## src/design/v3au_pkg.sv

```systemverilog
package v3au_pkg;

    localparam int FRAC_BITS   = 16;
    localparam int LANES       = 3;
    localparam int SQRT_STAGES = 32;
    localparam int DIV_STAGES  = FRAC_BITS + 1;
    localparam int LEN_W       = 33;
    localparam int DIV_W       = LEN_W + FRAC_BITS;
    localparam int NORM_W      = FRAC_BITS + 2;
    localparam int SIDE_DEPTH  = SQRT_STAGES + DIV_STAGES + 1;

    localparam logic signed [65:0] SAT_MAX = 66'sd2147483647;
    localparam logic signed [65:0] SAT_MIN = -66'sd2147483648;

    typedef enum logic [3:0] {
        MODE_ADD   = 4'd0,
        MODE_SUB   = 4'd1,
        MODE_SCALE = 4'd2,
        MODE_DOT   = 4'd3,
        MODE_CROSS = 4'd4,
        MODE_LENSQ = 4'd5,
        MODE_LEN   = 4'd6,
        MODE_NORM  = 4'd7,
        MODE_COS   = 4'd8
    } mode_e;

    typedef struct packed {
        logic [31:0] val;
        logic        sat;
    } sat_t;

    // work carried alongside the length and divide pipelines
    typedef struct packed {
        mode_e                  mode;
        logic [LANES-1:0][31:0] vec;
        logic [31:0]            rs;
        logic                   sat;
        logic [LANES-1:0][31:0] mag_a;
        logic [LANES-1:0][31:0] mag_b;
        logic [LANES-1:0]       neg_a;
        logic [LANES-1:0]       neg_b;
    } side_t;

    typedef struct packed {
        logic [31:0] rx;
        logic [31:0] ry;
        logic [31:0] rz;
        logic [31:0] rs;
        logic        sat;
        logic        zl;
    } res_t;

    function automatic sat_t clamp32(input logic signed [65:0] v);
        sat_t r;
        r.sat = 1'b1;
        if (v > SAT_MAX) begin
            r.val = 32'h7fffffff;
        end else if (v < SAT_MIN) begin
            r.val = 32'h80000000;
        end else begin
            r.val = v[31:0];
            r.sat = 1'b0;
        end
        return r;
    endfunction

endpackage

```

## src/design/v3au_sqrt.sv

```systemverilog
module v3au_sqrt import v3au_pkg::*; (
    input  logic             aclk,
    input  logic             en,
    input  logic [63:0]      x,
    output logic [LEN_W-1:0] root
);

    logic [63:0] x_reg   [1:SQRT_STAGES-1];
    logic [63:0] res_reg [1:SQRT_STAGES];

    // one root bit per stage, same recurrence as the classic bit-pair method
    for (genvar k = 0; k < SQRT_STAGES; k++) begin : g_stage
        localparam logic [63:0] BIT = 64'd1 << (62 - 2 * k);
        logic [63:0] xi, ri, x_next, res_next, trial;

        if (k == 0) begin : g_first
            assign xi = x;
            assign ri = '0;
        end else begin : g_rest
            assign xi = x_reg[k];
            assign ri = res_reg[k];
        end

        always_comb begin
            trial = ri + BIT;
            if (xi >= trial) begin
                x_next   = xi - trial;
                res_next = (ri >> 1) + BIT;
            end else begin
                x_next   = xi;
                res_next = ri >> 1;
            end
        end

        always_ff @(posedge aclk) begin
            if (en) begin
                res_reg[k+1] <= res_next;
            end
        end

        if (k < SQRT_STAGES - 1) begin : g_x
            always_ff @(posedge aclk) begin
                if (en) begin
                    x_reg[k+1] <= x_next;
                end
            end
        end
    end

    assign root = res_reg[SQRT_STAGES][LEN_W-1:0];

endmodule

```

## config.mk

```make
export PLATFORM = sky130hd
export DESIGN_NAME = v3au_sqrt
export DESIGN_NICKNAME = d
export VERILOG_FILES = /design/src/design/v3au_pkg.sv /design/src/design/v3au_sqrt.sv
export SDC_FILE = /design/constraint.sdc
export NUM_CORES = 2
export LEC_CHECK = 0
export BUFFER_PORTS_ARGS = -buffer_cell sky130_fd_sc_hd__buf_4
export CORE_MARGIN = 1.5
export CORE_UTILIZATION = 55
export CTS_CLUSTER_DIAMETER = 200
export DETAILED_ROUTE_END_ITERATION = 7
export GPL_TIMING_DRIVEN = 0
export PLACE_DENSITY = 0.71
export SLEW_MARGIN = 15
export SYNTH_ARGS = -nofsm -noshare
export SYNTH_HDL_FRONTEND = slang
export SYNTH_SLANG_ARGS = --single-unit
```

## constraint.sdc

```tcl
create_clock -name aclk -period 5.7 [get_ports aclk]
set_input_delay 0.285 -clock aclk [delete_from_list [all_inputs] [get_ports aclk]]
set_output_delay 0.285 -clock aclk [all_outputs]
set_load 0.005 [all_outputs]
```

# Word level (Yosys, flattened, before mapping)
# Memory sizes are Yosys's and may differ from the RTL's.
# Cells that the tools add are included.
[totals] regBits=0 ram_bits=4032 inputBits=66 wordCells=192 mem_count=2
[memory_table] name="res_reg" depth=32 word_bits=64 read_ports=32 rd_clocked_by_memory_dff=0 write_ports=32 line_no="v3au_sqrt.sv:9" source="logic [63:0] res_reg [1:SQRT_STAGES];"
[memory_table] name="x_reg" depth=31 word_bits=64 read_ports=31 rd_clocked_by_memory_dff=0 write_ports=31 line_no="v3au_sqrt.sv:8" source="logic [63:0] x_reg [1:SQRT_STAGES-1];"
[classes] addsub=93 order_cmp=32 n_mux=65
[op_table] cell="$mux 64" count=62
[op_table] cell="$ge 64x64->1" count=31
[op_table] cell="$sub 64x64->64" count=30
[op_table] cell="$add 63x1->64 const B" count=1
[op_table] cell="$add 63x11->64 const B" count=1
[op_table] cell="$add 63x13->64 const B" count=1
[op_table] cell="$add 63x15->64 const B" count=1
[op_table] cell="$add 63x17->64 const B" count=1
[op_table] cell="$add 63x19->64 const B" count=1
[op_table] cell="$add 63x21->64 const B" count=1
[op_table] cell="$add 63x23->64 const B" count=1
[op_table] cell="$add 63x25->64 const B" count=1
[op_table] cell="$add 63x27->64 const B" count=1
[op_table] cell="$add 63x29->64 const B" count=1
[op_table] cell="$add 63x3->64 const B" count=1
[op_table] cell="$add 63x31->64 const B" count=1
[op_table] cell="$add 63x33->64 const B" count=1
[op_table] cell="$add 63x35->64 const B" count=1
[op_table] cell="$add 63x37->64 const B" count=1
[op_table] cell="$add 63x39->64 const B" count=1
[op_table] cell="$add 63x41->64 const B" count=1
[op_table] cell="$add 63x43->64 const B" count=1
[op_table] cell="$add 63x45->64 const B" count=1
[op_table] cell="$add 63x47->64 const B" count=1
[op_table] cell="45 further kinds" count=46

# Longest topological paths before layout
# An unclocked memory read counts as a cell.
[depth] depth_word=4 mapped_depth=15

# Worst setup path after synthesis
# OpenSTA, ideal clock, no wires.
[synth_path] path_type="reg-to-reg" start="reg, netlist name x_reg[1][790]" end="reg, netlist name x_reg[1][885]" setup_ps=266 arrival_ps=3288 path_slack_ps=2146 path_stages_with_launch=14 n_path_buf=2 path_cell_list="edfxtp_1 -> ha_1 -> a21o_1 -> a21o_1 -> a21oi_1 -> or3b_1 -> o2bb2ai_1 -> o22ai_1 -> or4_1 -> buf_2 -> or4_4 -> buf_6 -> nor4_4 -> xor2_1"

==> metrics.yaml <==
cts_tree: "built"
vias: 78500
seqPwrFrac_pct: 46.0
worstMarginPinSlew_ns: 1.29
setup-tns-final_ns: 0
grt_max_degree: 179
hold_class: "input port to flop"
synth.avg_cell_area_sq_um: 12.6
ys_ff_latch: 2512
dieWidth_um: 471
ir_worst_vdd_uv: 326
synth_async_sr_flop_share_pct: 0
largest_reg_flops: 1984
firstDrtPassIters: 6
slowest_delay_ns: 0.68
overflow: 0
yosys_warnings: 0
rows: 171
setup_viol: 0
synth.most_common_cell: "edfxtp_1"
numCtsBuffers: 285
synth_top_cells_by_count: "2,512 x edfxtp_1, 713 x inv_1, 644 x nand2_1, 605 x nor2_1, 568 x a21oi_1"
route.detailed.drc: 0
dieArea_sq_mm: 0.222
arrival_ns: 5.34
drt_iter0_drc: 8152
maxSlewHeadroom_pct: 12.9
synth_top_area_share_pct: 62.6
cts.repair.resized: 0
finalHoldViolations: 0
cts_root_buf: "clkbuf_16"
path_max_fanout: 10
seq_area_frac_synth_pct: 62.6
power_frac_comb_pct: 20.8
nets: 10700
cts.sinks: 2512
dp_hpwl_um: 228000
antenna_found_initial: 18
synth_top_area_cell: "edfxtp_1"
p_per_area_mw_per_mm2: 408
syn_inst: 9594
yosys-top-cells-area: "edfxtp_1 63%, ha_1 5.8%, xor2_1 3.2%"
p_sw_share_pct: 28.9
port_buffers: 97
initial_core_util_pct: 55.4
cpMaxStageDelayCell: "edfxtp_1"
ant_nets: 0
synth_area_sq_mm: 0.120
grt_pass1_wl_um: 457000
coreArea_sq_mm: 0.217
synthDistinctLibCells: 97
crit_chain: "inv_1 -> ha_1 -> a21o_1 -> a21oi_1 -> o21ai_0 -> a221oi_1 -> o211ai_1 -> a21boi_2 -> clkbuf_1 -> o21ai_0"
path_class: "flop to flop"
timing.fmax_mhz: 203
routedWlPerCell_um: 23.1
grt_pass1_vias: 75500
fin_crit_sh_pct: 86.4
cp-start-kind: "flop"
gp_congestion: 0.958
power.switching_mw: 16.0
cp_common_cell: "o21ai_0"
finalPower_mw: 55.2
rsz0062_at_grt: "no"
syn_nets: 10200
p_int_mw: 39.3
clk_path_buf_depth: 4
worstSetupEndpointType: "flop"
viasPerCell: 5.99
cap_violations: 0
ctsHtreeMaxLevel: 5
slew_viol_final: 0
power.leakage_nw: 51.1
io_pins: 99
clk_pin_slew_ns: 0.06
routed_wl_um: 303000
status: "finished, final reports clean"
insertion_delay_ns: 0.92
worst_ep_required_time_ns: 6.12
syn2layout_area_growth_pct: 12.3
ys.flop_type: "edfxtp_1"
die_h_um: 471
finClkSkew_ns: 0.0725
period_minus_slack_ns: 4.92
synth_edf_count: 2512
layout-drive-gt1-share_pct: 6.84
clockPowerShare_pct: 33.3
grt_use_total_pct: 26.9
[area by class of cell]
type | count | area [sq um]
buffer | 190 | 773
antenna | 8 | 20.0
multi-input combinational | 6176 | 41600
clock buffer | 329 | 7510
timing repair buffer | 179 | 1850
tap | 2854 | 3570
inverter | 716 | 2690
fill | 16500 | 82200
clock inverter | 155 | 1810
sequential | 2512 | 75400
[power groups by stage]
stage	clock network, mW	logic (mW)	registers, mW
2_1_floorplan	0	8.24	24.8
3_3_place_gp	0	11.0	26.5
3_5_place_dp	0	11.2	25.7
4_1_cts	18.7	11.3	25.4
5_1_grt	19.4	12.7	25.6
6_report	18.4	11.5	25.4
[logic make-up (layout without fill, tap and decap cells)]
logic type | after synthesis | count (layout) | synth area share [%]
simple gates | 2818 | 2818 | 12.1
flops | 2512 | 2512 | 62.6
compound gates | 1855 | 1855 | 9.56
buf+inv | 906 | 1569 | 2.87
xor+xnor | 867 | 867 | 6.31
fa+ha+maj | 558 | 558 | 5.80
mux | 77 | 77 | 0.710
other cells | 1 | 9 | 0.00311
[cell usage in the layout, fill, tap and decap left out, drive strengths merged, types with 66 or more instances in the layout]
master / Yosys / routed
clkinv: 2 / 99
o21a: 117 / 117
dlygate4sd3: 0 / 66
nand4: 146 / 146
buf: 49 / 162
nor3: 271 / 271
or3: 108 / 108
nor4: 333 / 333
nand3: 137 / 137
nand2b: 120 / 120
o21ai: 489 / 489
nor2b: 81 / 81
a21o: 254 / 254
xnor2: 433 / 433
clkbuf: 141 / 470
mux2: 67 / 67
or4: 80 / 80
nand2: 645 / 645
xor2: 434 / 434
nor2: 606 / 606
edfxtp: 2512 / 2512
inv: 714 / 716
a21oi: 569 / 569
ha: 558 / 558
[critical path: cells and delay by family, from the launching register on]
kind | cells | cell delay [ns]
AO/OA/AOI/OAI | 7 | 2.74
flip-flops | 1 | 0.68
buffers and inverters | 2 | 0.67
adder cells (fa/ha/maj) | 1 | 0.37
[path summary, 6_finish.rpt]
| path | slack (ns) | end | from | cells past startpoint |
|---|---|---|---|---|
| setup / recovery | 0.78 | x_reg[1][661] | res_reg[12][81] | 10 |
| hold / removal | 0.06 | x_reg[0][122] | x[58] | 2 |
| setup reg to reg | 0.78 | x_reg[1][661] | res_reg[12][81] | 10 |
| hold reg to reg | 0.42 | res_reg[8][103] | res_reg[8][40] | 0 |
[per-layer routing]
| layer | vias to the layer above | share of wire [%] | GRT usage, % |
|---|---|---|---|
| li1 | 36900 | - | - |
| met3 | 546 | 6.3 | 3.63 |
| met1 | 38500 | 43 | 38.0 |
| met4 | 8 | 3.5 | 9.07 |
| met2 | 2665 | 47 | 43.1 |
| met5 | - | 0.018 | 0 |
[stage by stage]
step                util [%]  setup slack [ns]  hold WS (ns)  area [sq um]  std cells
finish                  62.2             0.776        0.0638        135000      13100
global route            62.2             0.671        0.0313        135000      13100
CTS                     62.2             0.963       0.00304        135000      13100
detailed placement      57.6              1.02         0.433        125000      12600
global placement        57.4            -17.41         0.427        125000      12500
floorplan                  -              2.15         0.384        120000       9594
[what timing repair did]
item                                   in CTS  in global routing
hold buffers                               66                  0
endpoints found under the hold margin      66                  0
setup buffers                               0                  0
Note: power is estimated with default switching activity, not from simulation.
