**src/design/v3au_pkg.sv**
```systemverilog
package v3au_pkg;

    localparam int FRAC_BITS   = 16;
    localparam int LANES       = 3;
    localparam int SQRT_STAGES = 32;
    localparam int DIV_STAGES  = FRAC_BITS + 1;
    localparam int LEN_W       = 33;
    localparam int DIV_W       = LEN_W + FRAC_BITS;
    localparam int NORM_W      = FRAC_BITS + 2;
    localparam int SIDE_DEPTH  = SQRT_STAGES + DIV_STAGES + 1;

    localparam logic signed [65:0] SAT_MAX = 66'sd2147483647;
    localparam logic signed [65:0] SAT_MIN = -66'sd2147483648;

    typedef enum logic [3:0] {
        MODE_ADD   = 4'd0,
        MODE_SUB   = 4'd1,
        MODE_SCALE = 4'd2,
        MODE_DOT   = 4'd3,
        MODE_CROSS = 4'd4,
        MODE_LENSQ = 4'd5,
        MODE_LEN   = 4'd6,
        MODE_NORM  = 4'd7,
        MODE_COS   = 4'd8
    } mode_e;

    typedef struct packed {
        logic [31:0] val;
        logic        sat;
    } sat_t;

    // work carried alongside the length and divide pipelines
    typedef struct packed {
        mode_e                  mode;
        logic [LANES-1:0][31:0] vec;
        logic [31:0]            rs;
        logic                   sat;
        logic [LANES-1:0][31:0] mag_a;
        logic [LANES-1:0][31:0] mag_b;
        logic [LANES-1:0]       neg_a;
        logic [LANES-1:0]       neg_b;
    } side_t;

    typedef struct packed {
        logic [31:0] rx;
        logic [31:0] ry;
        logic [31:0] rz;
        logic [31:0] rs;
        logic        sat;
        logic        zl;
    } res_t;

    function automatic sat_t clamp32(input logic signed [65:0] v);
        sat_t r;
        r.sat = 1'b1;
        if (v > SAT_MAX) begin
            r.val = 32'h7fffffff;
        end else if (v < SAT_MIN) begin
            r.val = 32'h80000000;
        end else begin
            r.val = v[31:0];
            r.sat = 1'b0;
        end
        return r;
    endfunction

endpackage

```
**src/design/v3au_merge.sv**
```systemverilog
module v3au_merge import v3au_pkg::*; (
    input  logic                     aclk,
    input  logic                     aresetn,
    input  logic                     fin_valid,
    input  side_t                    side,
    input  logic [LEN_W-1:0]         len_a,
    input  logic [LEN_W-1:0]         len_b,
    input  logic signed [NORM_W-1:0] na [LANES],
    input  logic signed [NORM_W-1:0] nb [LANES],
    output logic                     en,
    output logic                     m_tvalid,
    input  logic                     m_tready,
    output logic [127:0]             m_tdata,
    output logic [1:0]               m_tuser
);

    logic signed [NORM_W-1:0]   n_reg    [LANES];
    logic signed [2*NORM_W-1:0] prod_reg [LANES];
    logic signed [65:0]         csum;
    sat_t                       cs;
    res_t                       fin, out_reg, skid_reg;
    logic                       out_v_reg, skid_v_reg;

    assign en = !skid_v_reg;

    always_ff @(posedge aclk) begin
        if (en) begin
            for (int i = 0; i < LANES; i++) begin
                n_reg[i]    <= na[i];
                prod_reg[i] <= na[i] * nb[i];
            end
        end
    end

    always_comb begin
        csum = 66'(prod_reg[0]) + 66'(prod_reg[1]) + 66'(prod_reg[2]);
        cs   = clamp32(csum >>> FRAC_BITS);
        fin  = '0;
        unique case (side.mode) inside
            MODE_ADD, MODE_SUB, MODE_SCALE, MODE_DOT, MODE_CROSS, MODE_LENSQ: begin
                fin.rx  = side.vec[0];
                fin.ry  = side.vec[1];
                fin.rz  = side.vec[2];
                fin.rs  = side.rs;
                fin.sat = side.sat;
            end
            MODE_LEN: begin
                if (len_a > {1'b0, 32'h7fffffff}) begin
                    fin.rs  = 32'h7fffffff;
                    fin.sat = 1'b1;
                end else begin
                    fin.rs = len_a[31:0];
                end
            end
            MODE_NORM: begin
                if (len_a == '0) begin
                    fin.zl = 1'b1;
                end else begin
                    // unit components stay well inside 32 bits
                    fin.rx = 32'(n_reg[0]);
                    fin.ry = 32'(n_reg[1]);
                    fin.rz = 32'(n_reg[2]);
                end
            end
            MODE_COS: begin
                if (len_a == '0 || len_b == '0) begin
                    fin.zl = 1'b1;
                end else begin
                    fin.rs  = cs.val;
                    fin.sat = cs.sat;
                end
            end
            default: fin = '0;
        endcase
    end

    // output register plus one skid entry
    always_ff @(posedge aclk) begin
        if (!aresetn) begin
            out_v_reg  <= 1'b0;
            skid_v_reg <= 1'b0;
        end else if (skid_v_reg) begin
            if (m_tready) begin
                out_reg    <= skid_reg;
                skid_v_reg <= 1'b0;
            end
        end else if (fin_valid) begin
            if (!out_v_reg || m_tready) begin
                out_reg   <= fin;
                out_v_reg <= 1'b1;
            end else begin
                skid_reg   <= fin;
                skid_v_reg <= 1'b1;
            end
        end else if (m_tready) begin
            out_v_reg <= 1'b0;
        end
    end

    assign m_tvalid = out_v_reg;
    assign m_tdata  = {out_reg.rs, out_reg.rz, out_reg.ry, out_reg.rx};
    assign m_tuser  = {out_reg.zl, out_reg.sat};

endmodule

```
**config.mk**
```make
export PLATFORM = sky130hd
export DESIGN_NAME = v3au_merge
export DESIGN_NICKNAME = d
export VERILOG_FILES = /design/src/design/v3au_pkg.sv /design/src/design/v3au_merge.sv
export SDC_FILE = /design/constraint.sdc
export NUM_CORES = 2
export LEC_CHECK = 0
export ABC_AREA = 1
export BUFFER_PORTS_ARGS = -buffer_cell sky130_fd_sc_hd__buf_2
export CAP_MARGIN = 5
export CORE_ASPECT_RATIO = 0.9
export CORE_MARGIN = 2
export CORE_UTILIZATION = 45
export DETAILED_ROUTE_END_ITERATION = 12
export GPL_TIMING_DRIVEN = 0
export PLACE_DENSITY = 0.7
export SYNTH_ARGS = -nofsm -noshare
export SYNTH_HDL_FRONTEND = slang
export SYNTH_SLANG_ARGS = --single-unit
export TNS_END_PERCENT = 100
```
**constraint.sdc**
```tcl
create_clock -name aclk -period 25.6 [get_ports aclk]
set_clock_uncertainty 0.05 [all_clocks]
set_input_delay 1.28 -clock aclk [delete_from_list [all_inputs] [get_ports aclk]]
set_output_delay 1.28 -clock aclk [all_outputs]
set_load 0.05 [all_outputs]
```
* Word level (Yosys, flattened, before mapping)
Memories as Yosys holds them, arrays and structs flattened.
Index checks and enable logic that the tools add are counted.
** Storage, ports and cells
- Bits in latches :: 0
- ROM bits :: 0
- Bits of input ports :: 509
- RAM bits :: 162
- Register bits after elaboration :: 262
- Memories :: 2
- Output and inout bits :: 132
** Cells by class
- Order comparisons :: 3
- Multiply operators :: 3
- Add/subtract/negate cells :: 2
- Equal/unequal tests :: 10
- Reductions and logical operators :: 14
- Muxes and demuxes :: 25
- Bitwise gates (word level) :: 2
- Shift operators :: 0
- Div/mod/pow operators :: 0
** Memory list
- prod_reg :: words 3, width 36, rd ports 3, clocked after memory_dff 0, write ports 3, RTL line v3au_merge.sv:18 : logic signed [2*NORM_W-1:0] prod_reg [LANES];
- n_reg :: words 3, width 18, rd ports 3, clocked after memory_dff 0, write ports 3, RTL line v3au_merge.sv:17 : logic signed [NORM_W-1:0] n_reg [LANES];
** Operators with widths (count)
- two-way mux 130 bit :: 4
- case mux 96 bit (2 select lines) :: 1
- multiplier 18 x 18 -> 36 bit :: 3
- case mux 33 bit (3 select lines) :: 1
- two-way mux 32 bit :: 3
- two-way mux 96 bit :: 1
- zero test 33 bit :: 2
- adder 37 x 36 -> 38 bit :: 1
- adder 36 x 36 -> 37 bit :: 1
- > comparator 33 x 31 -> 1 bit (second input constant) :: 1
- two-way mux 33 bit :: 1
- > comparator 22 x 32 -> 1 bit (second input constant) :: 1
- < comparator 22 x 32 -> 1 bit (second input constant) :: 1
- == test 4 x 3 -> 1 bit (second input constant) :: 4
- two-way mux 1 bit :: 13
- == test 4 x 2 -> 1 bit (second input constant) :: 2
- AND reduction 4 bit :: 2
- nonzero test 2 bit :: 3
- OR reduction 6 bit :: 1
- == test 4 x 1 -> 1 bit (second input constant) :: 1
- == test 4 bit (second input constant) :: 1
- zero test 4 bit :: 1
- AND reduction 3 bit :: 1
- zero test 1 bit :: 2
- other kinds (5) :: 7

* Logic depth before layout (Yosys ltp)
- Depth after elaboration :: 10
- Mapped depth :: 30
- Gate-level depth less buffers :: 28

* Worst setup path after synthesis
Ideal clock, no wire load.
- Kind :: input to register
- Start :: in aresetn
- End :: reg out_reg, in the netlist m_tdata[0], enable pin
- Data arrival time :: 13.770 ns
- Library setup time :: 0.938 ns
- Path slack :: 10.843 ns
- Stages :: 2
- Data required time :: 24.612 ns
- Cell sequence :: inv_1 > nor4_1
** Between the ends
- Cells in the longest elaborated chain, start to end :: 1
** RTL lines
- from (decl) :: RTL line v3au_merge.sv:3 : input logic aresetn,
- AND reduction 4 bit (no source line)
- to (signal assigned) :: RTL line v3au_merge.sv:84 : out_reg <= skid_reg;
- to (signal assigned) :: RTL line v3au_merge.sv:89 : out_reg <= fin;
- to (decl) :: RTL line v3au_merge.sv:21 : res_t fin, out_reg, skid_reg;
Every way passes these cells.
A chain may end at the register's enable or synchronous reset.

==> reports/metrics.yaml <==
status: "finished, final reports clean"
die-area_sq_um: 129000
final-hold-violation-count: 0
critPathMaxFanout: 10
grt_pass1_wl_um: 264000
min-delay-path-class: "flip-flop to flip-flop"
grt.total_usage_pct: 27.1
worst_setup_hold_path_clk_slew_ns: 0.06
via_count_of_the_first_global_routing_pass: 45525
synth-async-reset-ratio_pct: 0
drcViolationCount: 0
timing.max_cap.violations: 0
synth_seq_area_share_pct: 22.4
buffer_ports.inserted: 391
routed_wire_length_per_instance_um: 19.8
route.vias.total: 44185
postSynthRegisterBits: 424
floorplan.initialDensity_pct: 45.4
most_frequent_standard_cell_in_the_layout_excluding_fill_and_tap_cells: "sky130_fd_sc_hd__inv_1"
timing.critical_path.cells: "buf_2, clkbuf_1, clkbuf_1, nand2_1, inv_1, fa_1, fa_1, ha_1, inv_1, fa_1, inv_1, fa_1, inv_1, fa_1, inv_1, ha_1, nand2_1, nor2_1, inv_1, nor2_1, nand2_1, o211ai_1, a21oi_1, xor2_1"
critical_path_required_ns: 25.92
r2r_startpoint: "prod_reg[0][47]"
layout.cells.most_common_list: "1675 x sky130_fd_sc_hd__inv_1, 1584 x sky130_fd_sc_hd__nand2_1, 1022 x sky130_fd_sc_hd__fa_1, 422 x sky130_fd_sc_hd__edfxtp_1, 405 x sky130_fd_sc_hd__buf_2"
top_signal_layer_used: "met5"
post-cts-setup-buffer-count: 0
rsz0062_at_grt: "false"
critical_path.slowest_cell: "sky130_fd_sc_hd__ha_1"
drt-pass1-iter-count: 6
place_congestion: 0.986
final.min_clock_period_ns: 7.69
maximum_level_of_the_cts_h_tree: 2
synth-xor-area-share_pct: 1.78
die_height_um: 341
wl_met2_um: 78100
max_reg_flops: 130
design_area_sq_um: 62500
avgSynthCellArea_sq_um: 8.79
root_buffer: "sky130_fd_sc_hd__clkbuf_16"
die-width_um: 378
tritoncts.num_buffers: 46
max_slew.worst_pin.slew_ns: 0.946
hold_end: "m_tdata[122]"
synth.net_count: 8296
synth-edff-count: 422
dominant_combinational_cell_family_by_area_after_synthesis: "adder cells"
worst_setup_path_start_kind: "primary input"
post_synth_num_cell_types: 48
regToRegEndpoint: "m_tdata[105]"
worst_hold_startpoint: "skid_reg[28]"
class_of_the_most_critical_setup_path: "primary input to flip-flop"
worst_case_clock_buffer_depth: 3
min_period_over_period_pct: 30.0
wl_met1_um: 68600
synth_top_flop_cell: "sky130_fd_sc_hd__edfxtp_1"
totalWireLength_um: 171000
synth.area.mux_share_pct: 0
total_placed_instance_area_sq_um: 61000
maximum_number_of_pins_on_one_net_before_global_route_repair: 97
synthSimpleGateAreaFrac_pct: 15.4
synthesized_area_fraction_occupied_by_ao_oa_aoi_and_oai_cells_pct: 4.31
cts_tree: "yes"
post_route_cells_drive_above_1_share_pct: 7.90
synthesized_instance_count: 6450
slew_viol_final: 0
dp_hpwl_um: 144000
number_of_cells_on_the_worst_hold_path: 2
vias_per_cell: 5.11
detailedRoute.firstIterationViolations: 3979
cts_resized: 0
io-pin-count: 641
cts_hold_buffers: 0
source_to_sink_clock_delay_at_the_later_pin_of_the_worst_skew_pair_ns: 0.63
ys_warn_count: 0
detail-route-antenna-nets: 0
cp.arrival_ns: 8.00
num-fill-cells: 11829
core_region_area_sq_um: 125000
setup.worst_path.start: "na[35]"
cts.sink_count: 424
row_count: 123
hold_slack_ns: 0.467
r2r_slack_ns: 22.08
worst_path_largest_cell_delay_ns: 0.56
timing.fmax_mhz: 130
finalSetupTns_ns: 0
detailroute.wirelength.met3_um: 17300
endpoint_kind: "flip-flop"
slew_headroom_pct: 37.0
synth.cell_area_sq_um: 56700
number_of_antenna_violations_at_the_first_check_in_global_routing: 12
timing.critical_path.mode_cell: "sky130_fd_sc_hd__inv_1"
gr-total-overflow: 0
reg2reg_depth: 16
finalSetupViolCount: 0
synth-adder-area-share_pct: 43.0
fin_nets: 8758
synthToLayoutAreaGrowth_pct: 10.3
[kinds of logic after synthesis]
| logic type | after synthesis |
|---|---|
| adder cells (fa/ha/maj) | 1337 |
| XOR/XNOR | 115 |
| buffers and inverters | 1965 |
| AND/OR/NAND/NOR | 2182 |
| flip-flops | 424 |
| AO/OA/AOI/OAI | 427 |
[synth_stat cells, drive strengths merged (9+ instances only)]
library cell	n	share of area, %
a21o	16	0.21
a21oi	175	1.5
a31oi	104	1.1
buf	35	0.32
clkbuf	249	1.6
edfxtp	422	22
fa	1022	36
ha	315	6.9
inv	1677	11
nand2	1597	11
nand3	145	1.3
nand3b	10	0.13
nand4	22	0.24
nor2	340	2.3
nor3	23	0.21
nor4	20	0.22
o211ai	9	0.13
o21ai	84	0.75
o21bai	19	0.25
or2	22	0.24
xnor2	43	0.66
xor2	72	1.1
[critical path: cells and delay by family]
kind	cells	cell delay (ns)
adders and majority gates	7	3.56
buffers and inverters	9	1.78
and+or+nand+nor	5	0.62
AOI/OAI and AO/OA	2	0.54
xor gates and xnor gates	1	0.18
[per-stage QoR]
step	setup slack [ns]	instances	util (%)
finish	17.91	8644	50.0
floorplan	10.84	6450	-
global placement	4.27	8528	48.6
global route	17.44	8643	50.0
detailed placement	17.36	8551	48.8
CTS	17.97	8637	50.0
[how the worst max path moves through the flow]
stage,depth (start not counted),slack [ns],to
after floorplan,2,10.84,m_tdata[0]
after global placement,3,4.27,m_tdata[72]
after detailed placement,22,17.36,prod_reg[0][31]
after CTS,22,17.97,prod_reg[0][31]
after global routing,24,17.44,prod_reg[0][67]
final,24,17.91,prod_reg[0][67]
[layer usage]
metal / up-vias / GRT usage [%]
met4: 2 / 10.2
li1: 20014 / -
met2: 2104 / 42.9
met5: - / 0
met3: 308 / 6.05
met1: 21757 / 36.5
[final cells by class]
class	instances	area [sq um]	area share [%]
inverter	1681	6310	10.1
buffer	284	1120	1.79
timing repair buffer	414	2200	3.52
multi-input combinational	4061	36600	58.5
tap	1687	2110	3.38
clock buffer	59	1210	1.93
clock inverter	27	269	0.430
antenna	7	17.5	0.0280
sequential	424	12700	20.3
Power is left out: the tool's default activity adds up to more than one toggle a clock period on the data nets, which glitch-free logic cannot reach.
