$ cat src/design/v3au_pkg.sv
package v3au_pkg;

    localparam int FRAC_BITS   = 16;
    localparam int LANES       = 3;
    localparam int SQRT_STAGES = 32;
    localparam int DIV_STAGES  = FRAC_BITS + 1;
    localparam int LEN_W       = 33;
    localparam int DIV_W       = LEN_W + FRAC_BITS;
    localparam int NORM_W      = FRAC_BITS + 2;
    localparam int SIDE_DEPTH  = SQRT_STAGES + DIV_STAGES + 1;

    localparam logic signed [65:0] SAT_MAX = 66'sd2147483647;
    localparam logic signed [65:0] SAT_MIN = -66'sd2147483648;

    typedef enum logic [3:0] {
        MODE_ADD   = 4'd0,
        MODE_SUB   = 4'd1,
        MODE_SCALE = 4'd2,
        MODE_DOT   = 4'd3,
        MODE_CROSS = 4'd4,
        MODE_LENSQ = 4'd5,
        MODE_LEN   = 4'd6,
        MODE_NORM  = 4'd7,
        MODE_COS   = 4'd8
    } mode_e;

    typedef struct packed {
        logic [31:0] val;
        logic        sat;
    } sat_t;

    // work carried alongside the length and divide pipelines
    typedef struct packed {
        mode_e                  mode;
        logic [LANES-1:0][31:0] vec;
        logic [31:0]            rs;
        logic                   sat;
        logic [LANES-1:0][31:0] mag_a;
        logic [LANES-1:0][31:0] mag_b;
        logic [LANES-1:0]       neg_a;
        logic [LANES-1:0]       neg_b;
    } side_t;

    typedef struct packed {
        logic [31:0] rx;
        logic [31:0] ry;
        logic [31:0] rz;
        logic [31:0] rs;
        logic        sat;
        logic        zl;
    } res_t;

    function automatic sat_t clamp32(input logic signed [65:0] v);
        sat_t r;
        r.sat = 1'b1;
        if (v > SAT_MAX) begin
            r.val = 32'h7fffffff;
        end else if (v < SAT_MIN) begin
            r.val = 32'h80000000;
        end else begin
            r.val = v[31:0];
            r.sat = 1'b0;
        end
        return r;
    endfunction

endpackage

$ cat src/design/v3au_div.sv
module v3au_div import v3au_pkg::*; (
    input  logic                     aclk,
    input  logic                     en,
    input  logic [31:0]              mag,
    input  logic                     neg,
    input  logic [LEN_W-1:0]         len,
    output logic signed [NORM_W-1:0] n
);

    logic [DIV_W-1:0]   rem_reg [1:DIV_STAGES-1];
    logic [LEN_W-1:0]   len_reg [1:DIV_STAGES-1];
    logic [FRAC_BITS:0] q_reg   [1:DIV_STAGES];
    logic               neg_reg [1:DIV_STAGES];
    logic [NORM_W-1:0]  qext;

    // restoring division, quotient msb first, one bit per stage
    for (genvar k = 0; k < DIV_STAGES; k++) begin : g_stage
        localparam int BP = DIV_STAGES - 1 - k;
        logic [DIV_W-1:0]   ri, rem_next, divs;
        logic [LEN_W-1:0]   li;
        logic [FRAC_BITS:0] qi, q_next;
        logic               ni;

        if (k == 0) begin : g_first
            assign ri = DIV_W'(mag) << FRAC_BITS;
            assign li = len;
            assign qi = '0;
            assign ni = neg;
        end else begin : g_rest
            assign ri = rem_reg[k];
            assign li = len_reg[k];
            assign qi = q_reg[k];
            assign ni = neg_reg[k];
        end

        always_comb begin
            divs = DIV_W'(li) << BP;
            if (ri >= divs) begin
                rem_next = ri - divs;
                q_next   = qi | ((FRAC_BITS + 1)'(1) << BP);
            end else begin
                rem_next = ri;
                q_next   = qi;
            end
        end

        always_ff @(posedge aclk) begin
            if (en) begin
                q_reg[k+1]   <= q_next;
                neg_reg[k+1] <= ni;
            end
        end

        if (k < DIV_STAGES - 1) begin : g_carry
            always_ff @(posedge aclk) begin
                if (en) begin
                    rem_reg[k+1] <= rem_next;
                    len_reg[k+1] <= li;
                end
            end
        end
    end

    assign qext = {1'b0, q_reg[DIV_STAGES]};
    assign n    = neg_reg[DIV_STAGES] ? -$signed(qext) : $signed(qext);

endmodule

$ cat config.mk
export PLATFORM = sky130hd
export DESIGN_NAME = v3au_div
export DESIGN_NICKNAME = d
export VERILOG_FILES = /design/src/design/v3au_pkg.sv /design/src/design/v3au_div.sv
export SDC_FILE = /design/constraint.sdc
export NUM_CORES = 2
export LEC_CHECK = 0
export BUFFER_PORTS_ARGS = -buffer_cell sky130_fd_sc_hd__buf_2
export CAP_MARGIN = 20
export CORE_MARGIN = 3
export CORE_UTILIZATION = 30
export CTS_CLUSTER_DIAMETER = 100
export DETAILED_ROUTE_END_ITERATION = 16
export PLACE_DENSITY = 0.49
export SYNTH_ARGS = -nofsm -noshare
export SYNTH_HDL_FRONTEND = slang
export SYNTH_SLANG_ARGS = --single-unit
$ cat constraint.sdc
create_clock -name aclk -period 6.1 [get_ports aclk]
set_input_delay 1.22 -clock aclk [delete_from_list [all_inputs] [get_ports aclk]]
set_output_delay 1.22 -clock aclk [all_outputs]
set_load 0.05 [all_outputs]
### Yosys cells after proc, flatten, opt, wreduce, memory -nomap -nowiden

Memory sizes are Yosys's and may differ from the RTL's.
Index checks and enable logic that the tools add are counted.

| operators by class | value |
|---|---|
| order comparisons | 17 |
| mux-type cells | 36 |
| $add $sub $neg | 17 |

Operators with widths:

| kind | count |
|---|---|
| two-way mux 49 bit | 16 |
| >= comparator 48 x 49 -> 1 bit | 1 |
| >= comparator 49 x 33 -> 1 bit | 1 |
| >= comparator 49 x 34 -> 1 bit | 1 |
| >= comparator 49 x 35 -> 1 bit | 1 |
| >= comparator 49 x 36 -> 1 bit | 1 |
| >= comparator 49 x 37 -> 1 bit | 1 |
| >= comparator 49 x 38 -> 1 bit | 1 |
| >= comparator 49 x 39 -> 1 bit | 1 |
| >= comparator 49 x 40 -> 1 bit | 1 |
| >= comparator 49 x 41 -> 1 bit | 1 |
| >= comparator 49 x 42 -> 1 bit | 1 |
| >= comparator 49 x 43 -> 1 bit | 1 |
| >= comparator 49 x 44 -> 1 bit | 1 |
| >= comparator 49 x 45 -> 1 bit | 1 |
| >= comparator 49 x 46 -> 1 bit | 1 |
| >= comparator 49 x 47 -> 1 bit | 1 |
| >= comparator 49 x 48 -> 1 bit | 1 |
| subtractor 48 x 49 -> 49 bit | 1 |
| subtractor 49 x 34 -> 49 bit | 1 |
| subtractor 49 x 35 -> 49 bit | 1 |
| subtractor 49 x 36 -> 49 bit | 1 |
| subtractor 49 x 37 -> 49 bit | 1 |
| subtractor 49 x 38 -> 49 bit | 1 |
| other kinds (29) | 31 |

| word-level totals | value |
|---|---|
| bits of input ports | 68 |
| RAM bits | 1618 |
| memories kept | 4 |
| bits in registers | 0 |
| output and inout bits | 18 |

Memory list:

| name | depth | bits a word | rd ports | clocked after Yosys merged registers in | write ports | RTL line | text |
|---|---|---|---|---|---|---|---|
| rem_reg | 16 | 49 | 16 | 0 | 16 | v3au_div.sv:10 | `logic [DIV_W-1:0] rem_reg [1:DIV_STAGES-1];` |
| len_reg | 16 | 33 | 16 | 0 | 16 | v3au_div.sv:11 | `logic [LEN_W-1:0] len_reg [1:DIV_STAGES-1];` |
| q_reg | 17 | 17 | 17 | 0 | 17 | v3au_div.sv:12 | `logic [FRAC_BITS:0] q_reg [1:DIV_STAGES];` |
| neg_reg | 17 | 1 | 17 | 0 | 17 | v3au_div.sv:13 | `logic neg_reg [1:DIV_STAGES];` |

### Logic depth before layout (Yosys ltp)

An unclocked memory read counts as a cell.

| logic depth | value |
|---|---|
| depth after elaboration | 3 |
| depth in mapped cells | 16 |
| depth with buffers taken out | 14 |

### Worst setup path after synthesis

OpenSTA, ideal clock, no wires.

| path | value |
|---|---|
| path kind | input-to-reg |
| from | in len[6] |
| to | reg rem_reg[0][71] (netlist name) |
| buffers on the path | 1 |
| setup slack | 2037 ps |
| required time | 5840 ps |
| cell stages on the path | 13 |
| arrival | 3803 ps |
| path through | inv_1 > ha_1 > a21o_1 > a21o_1 > a21oi_1 > nor3b_1 > a211oi_1 > o21ai_0 > o21ai_1 > a31oi_1 > o21a_1 > buf_2 > mux2_2 |

RTL lines:

| element | RTL line | text |
|---|---|---|
| from (decl) | v3au_div.sv:6 | `input logic [LEN_W-1:0] len,` |

==> impl_results.md <==
* Outcome: completed
* Vias in the first global route at 56100
* Worst-Margin Slew at 1180 ps
* Critical Path Source Type: flip-flop
* Post_cts resized at 0
* Row count at 187
* Via/cell ratio at 4.85
* Highest attainable clock frequency at 215 MHz
* Total CTS buffers at 159
* Shortest period the worst path allows at 4660 ps
* Layout Cell Area excl Fill at 0.0886 mm²
* Area added between synthesis and finish at 12.3%
* Headroom to the max-slew limit at 0.203
* Area of the die at 0.269 mm²
* Number of setup buffers added after CTS at 0
* Number of cell instances on the worst register-to-register path at 12
* Commonest non-fill, non-tap cell in the layout: sky130_fd_sc_hd__edfxtp_1
* Setup skew after layout at 25.3 ps
* Final-report max-slew violation count at 0
* Die Span Y at 519 µm
* Sum of negative setup slack at 0 ps
* Worst hold-check path type: flip-flop to flip-flop
* Root cell of the clock tree: sky130_fd_sc_hd__clkbuf_16
* Routability Congestion at 0.964
* Hold Fails Final Rpt at 0
* Launch instance of the worst register-to-register path: rem_reg[0][210]$_DFFE_PP_
* Number of I/O port buffers at 85
* Clock-pin slew on the worst setup and hold paths at 60 ps
* Instance count along the most critical hold path at 0
* Number of instances in the synthesized netlist at 7424
* I/O pin total at 86
* Power density over the cells at 466 mW/mm²
* Detailed-route wire length at 183000 µm
* Die X-Extent at 519 µm
* Startpoint of the worst hold path: q_reg[4][26]$_DFFE_PP_
* ANT nets after route at 0
* Unique cell type count in the Yosys netlist at 103
* Unrepaired setup endpoints after global routing: no
* MaxCap Viol Count at 0
* Number of synthesized register bits at 1346
* Endpoint arrival time on the critical path at 3440 ps
* Largest stage delay on the critical path at 580 ps
* Most used cells in the layout excluding fill and tap cells: 1346 x sky130_fd_sc_hd__edfxtp_1, 719 x sky130_fd_sc_hd__inv_1, 700 x sky130_fd_sc_hd__nand2_1
* Number of hold-repair buffers added at the cts stage at 0
* GRT Total Usage at 0.134
* Leakage component of the power at 0.0349 µW
* Setup slack of the worst register-to-register path at 1520 ps
* Number of enable flip-flop cells after synthesis at 1346
* Maximum number of pins on one net before global-route repair at 145
* Worst supply voltage drop on vdd at 0.000301 V
* Net count reported at finish at 8169
* Max FFs per register at 648
* Async set-reset flop share out of synthesis at 0
* Crit-path cells: nor4_1 > inv_1 > nor3_1 > nand3_1 > o31ai_1 > xnor2_1 > buf_2
* CP bufs+invs at 2
* Antenna violations before repair at 3
* Post-detail-place hpwl at 142000 µm
* Pre-antenna DRT Iters at 6
* Launching element of the worst setup path: q_reg[8][19]$_DFFE_PP_
* Grt total ovfl at 0
* Sort of element at the end of the critical path: output pin
* Peak fanout along the critical path at 5
* Most used flip-flop cell after synthesis: sky130_fd_sc_hd__edfxtp_1
* Crit. path cell count at 7
* Layout cell share with drive strength beyond 1 at 0.0654
* Clock latency reported for the late side of the worst-skew pair at 800 ps
* Yosys synthesis warning count at 0
* Clock sinks at 1346
* Effective utilization at floorplan at 0.303
* Drt first-iter violations at 2853
* Kind of critical path: flip-flop to output pin
* Total placed instance area at 0.0834 mm²
* Global-route wire length before repair at 293000 µm
* Family with the most delay on the worst path: simple AND/OR/NAND/NOR gates
* Final count of negative-setup-slack endpoints at 0
* Maximum clock insertion buffer count at 3
* Detail-routed net length per standard cell at 16.4 µm
* Synthesized area divided by synthesized cell count at 10.6 µm²
* Floorplan core area at 0.260 mm²
* Final routed DRC violation total at 0
* Share of the yosys chip area belonging to registers at 0.513
* Post-synth design cell area at 0.0788 mm²
* Critical path data required time at 4880 ps
* Share of the clock period used by the worst path at 0.764
* Clock H-tree levels at 4
* TritonCTS clock tree: done
* Synth Net Count at 8068
* Highest-delay cell along the critical path: sky130_fd_sc_hd__nor3_1
* Total via count in the routed design at 54000
==> final timing paths <==
check | to
worst min-delay path | q_reg[5][9]$_DFFE_PP_
worst min register to register | q_reg[5][9]$_DFFE_PP_
worst max register to register | rem_reg[0][261]$_DFFE_PP_
worst max-delay path | n[15]
==> Yosys cell counts, types with 47 or more instances <==
cell type	count	area (µm²)
sky130_fd_sc_hd__xor2_1	269	2360
sky130_fd_sc_hd__a21o_1	313	2350
sky130_fd_sc_hd__nand2_1	700	2630
sky130_fd_sc_hd__a31oi_1	49	307
sky130_fd_sc_hd__nor2_1	413	1550
sky130_fd_sc_hd__o21ai_0	635	3180
sky130_fd_sc_hd__and3_1	59	369
sky130_fd_sc_hd__nand2b_1	87	544
sky130_fd_sc_hd__a21oi_1	566	2830
sky130_fd_sc_hd__inv_1	719	2700
sky130_fd_sc_hd__mux2_2	58	653
sky130_fd_sc_hd__nor4_1	48	300
sky130_fd_sc_hd__edfxtp_1	1346	40400
sky130_fd_sc_hd__nand4_1	102	638
sky130_fd_sc_hd__clkbuf_1	151	567
sky130_fd_sc_hd__nand3_1	103	515
sky130_fd_sc_hd__o21bai_1	63	473
sky130_fd_sc_hd__o31ai_1	47	353
sky130_fd_sc_hd__nor3_1	94	470
sky130_fd_sc_hd__ha_1	560	7010
sky130_fd_sc_hd__a211oi_1	47	353
sky130_fd_sc_hd__o21a_1	59	443
sky130_fd_sc_hd__xnor2_1	308	2700
sky130_fd_sc_hd__or3_1	51	319
sky130_fd_sc_hd__nor2b_1	73	457
==> worst register-to-register path: stages (launching register included) <==
cell                       delay [ps]
sky130_fd_sc_hd__edfxtp_1         390
sky130_fd_sc_hd__ha_1             370
sky130_fd_sc_hd__o21ai_0          180
sky130_fd_sc_hd__a21oi_1           90
sky130_fd_sc_hd__nor4b_1          440
sky130_fd_sc_hd__o221a_2          380
sky130_fd_sc_hd__o31a_1           190
sky130_fd_sc_hd__a211oi_1         150
sky130_fd_sc_hd__nor4_1           360
sky130_fd_sc_hd__o21bai_1         300
sky130_fd_sc_hd__a21oi_4          590
sky130_fd_sc_hd__buf_4            480
sky130_fd_sc_hd__mux2_2           420
==> cell type report <==
cell class	count	area [µm²]
Antenna cell	3	7.51
Clock inverter	88	945
Sequential cell	1346	40400
Timing Repair Buffer	141	996
Tap cell	3496	4370
Inverter	720	2700
Clock buffer	193	4150
Fill cell	25800	172000
Multi-Input combinational cell	5157	35000
==> kinds of logic after synthesis <==
family                     after synthesis  synth area share
AOI/OAI and AO/OA                     2071             0.164
and+or+nand+nor                       1871             0.113
DFF                                   1346             0.513
buffers and inverters                  921            0.0451
xor gates and xnor gates               577            0.0641
adders and majority gates              576            0.0930
muxes                                   62           0.00879
==> where the power goes <==
part	total (µW)	switching, µW	internal (µW)
combinational	17100	9980	7120
sequential	14900	1370	13500
clock	9270	3820	5450
==> stage by stage <==
stage	worst slack [ps]	utilization	instances	power [µW]	hold WS, ps
after floorplan	2040	-	7424	27600	400
after global placement	1110	0.320	10900	31800	400
after detailed placement	1110	0.320	10900	32100	405
after CTS	1350	0.340	11100	41600	411
after global routing	1070	0.340	11100	44400	415
final	1440	0.340	11100	41300	412
==> routing by layer <==
layer  vias to the layer above  routed length [µm]  track usage
met4                         0               11400       0.0796
met3                       497                5380       0.0198
met1                     25200               69500        0.136
met2                      1056               96600        0.256
met5                         -                   0            0
li1                      27300                   -            -
(Power assumes the default switching activity.)
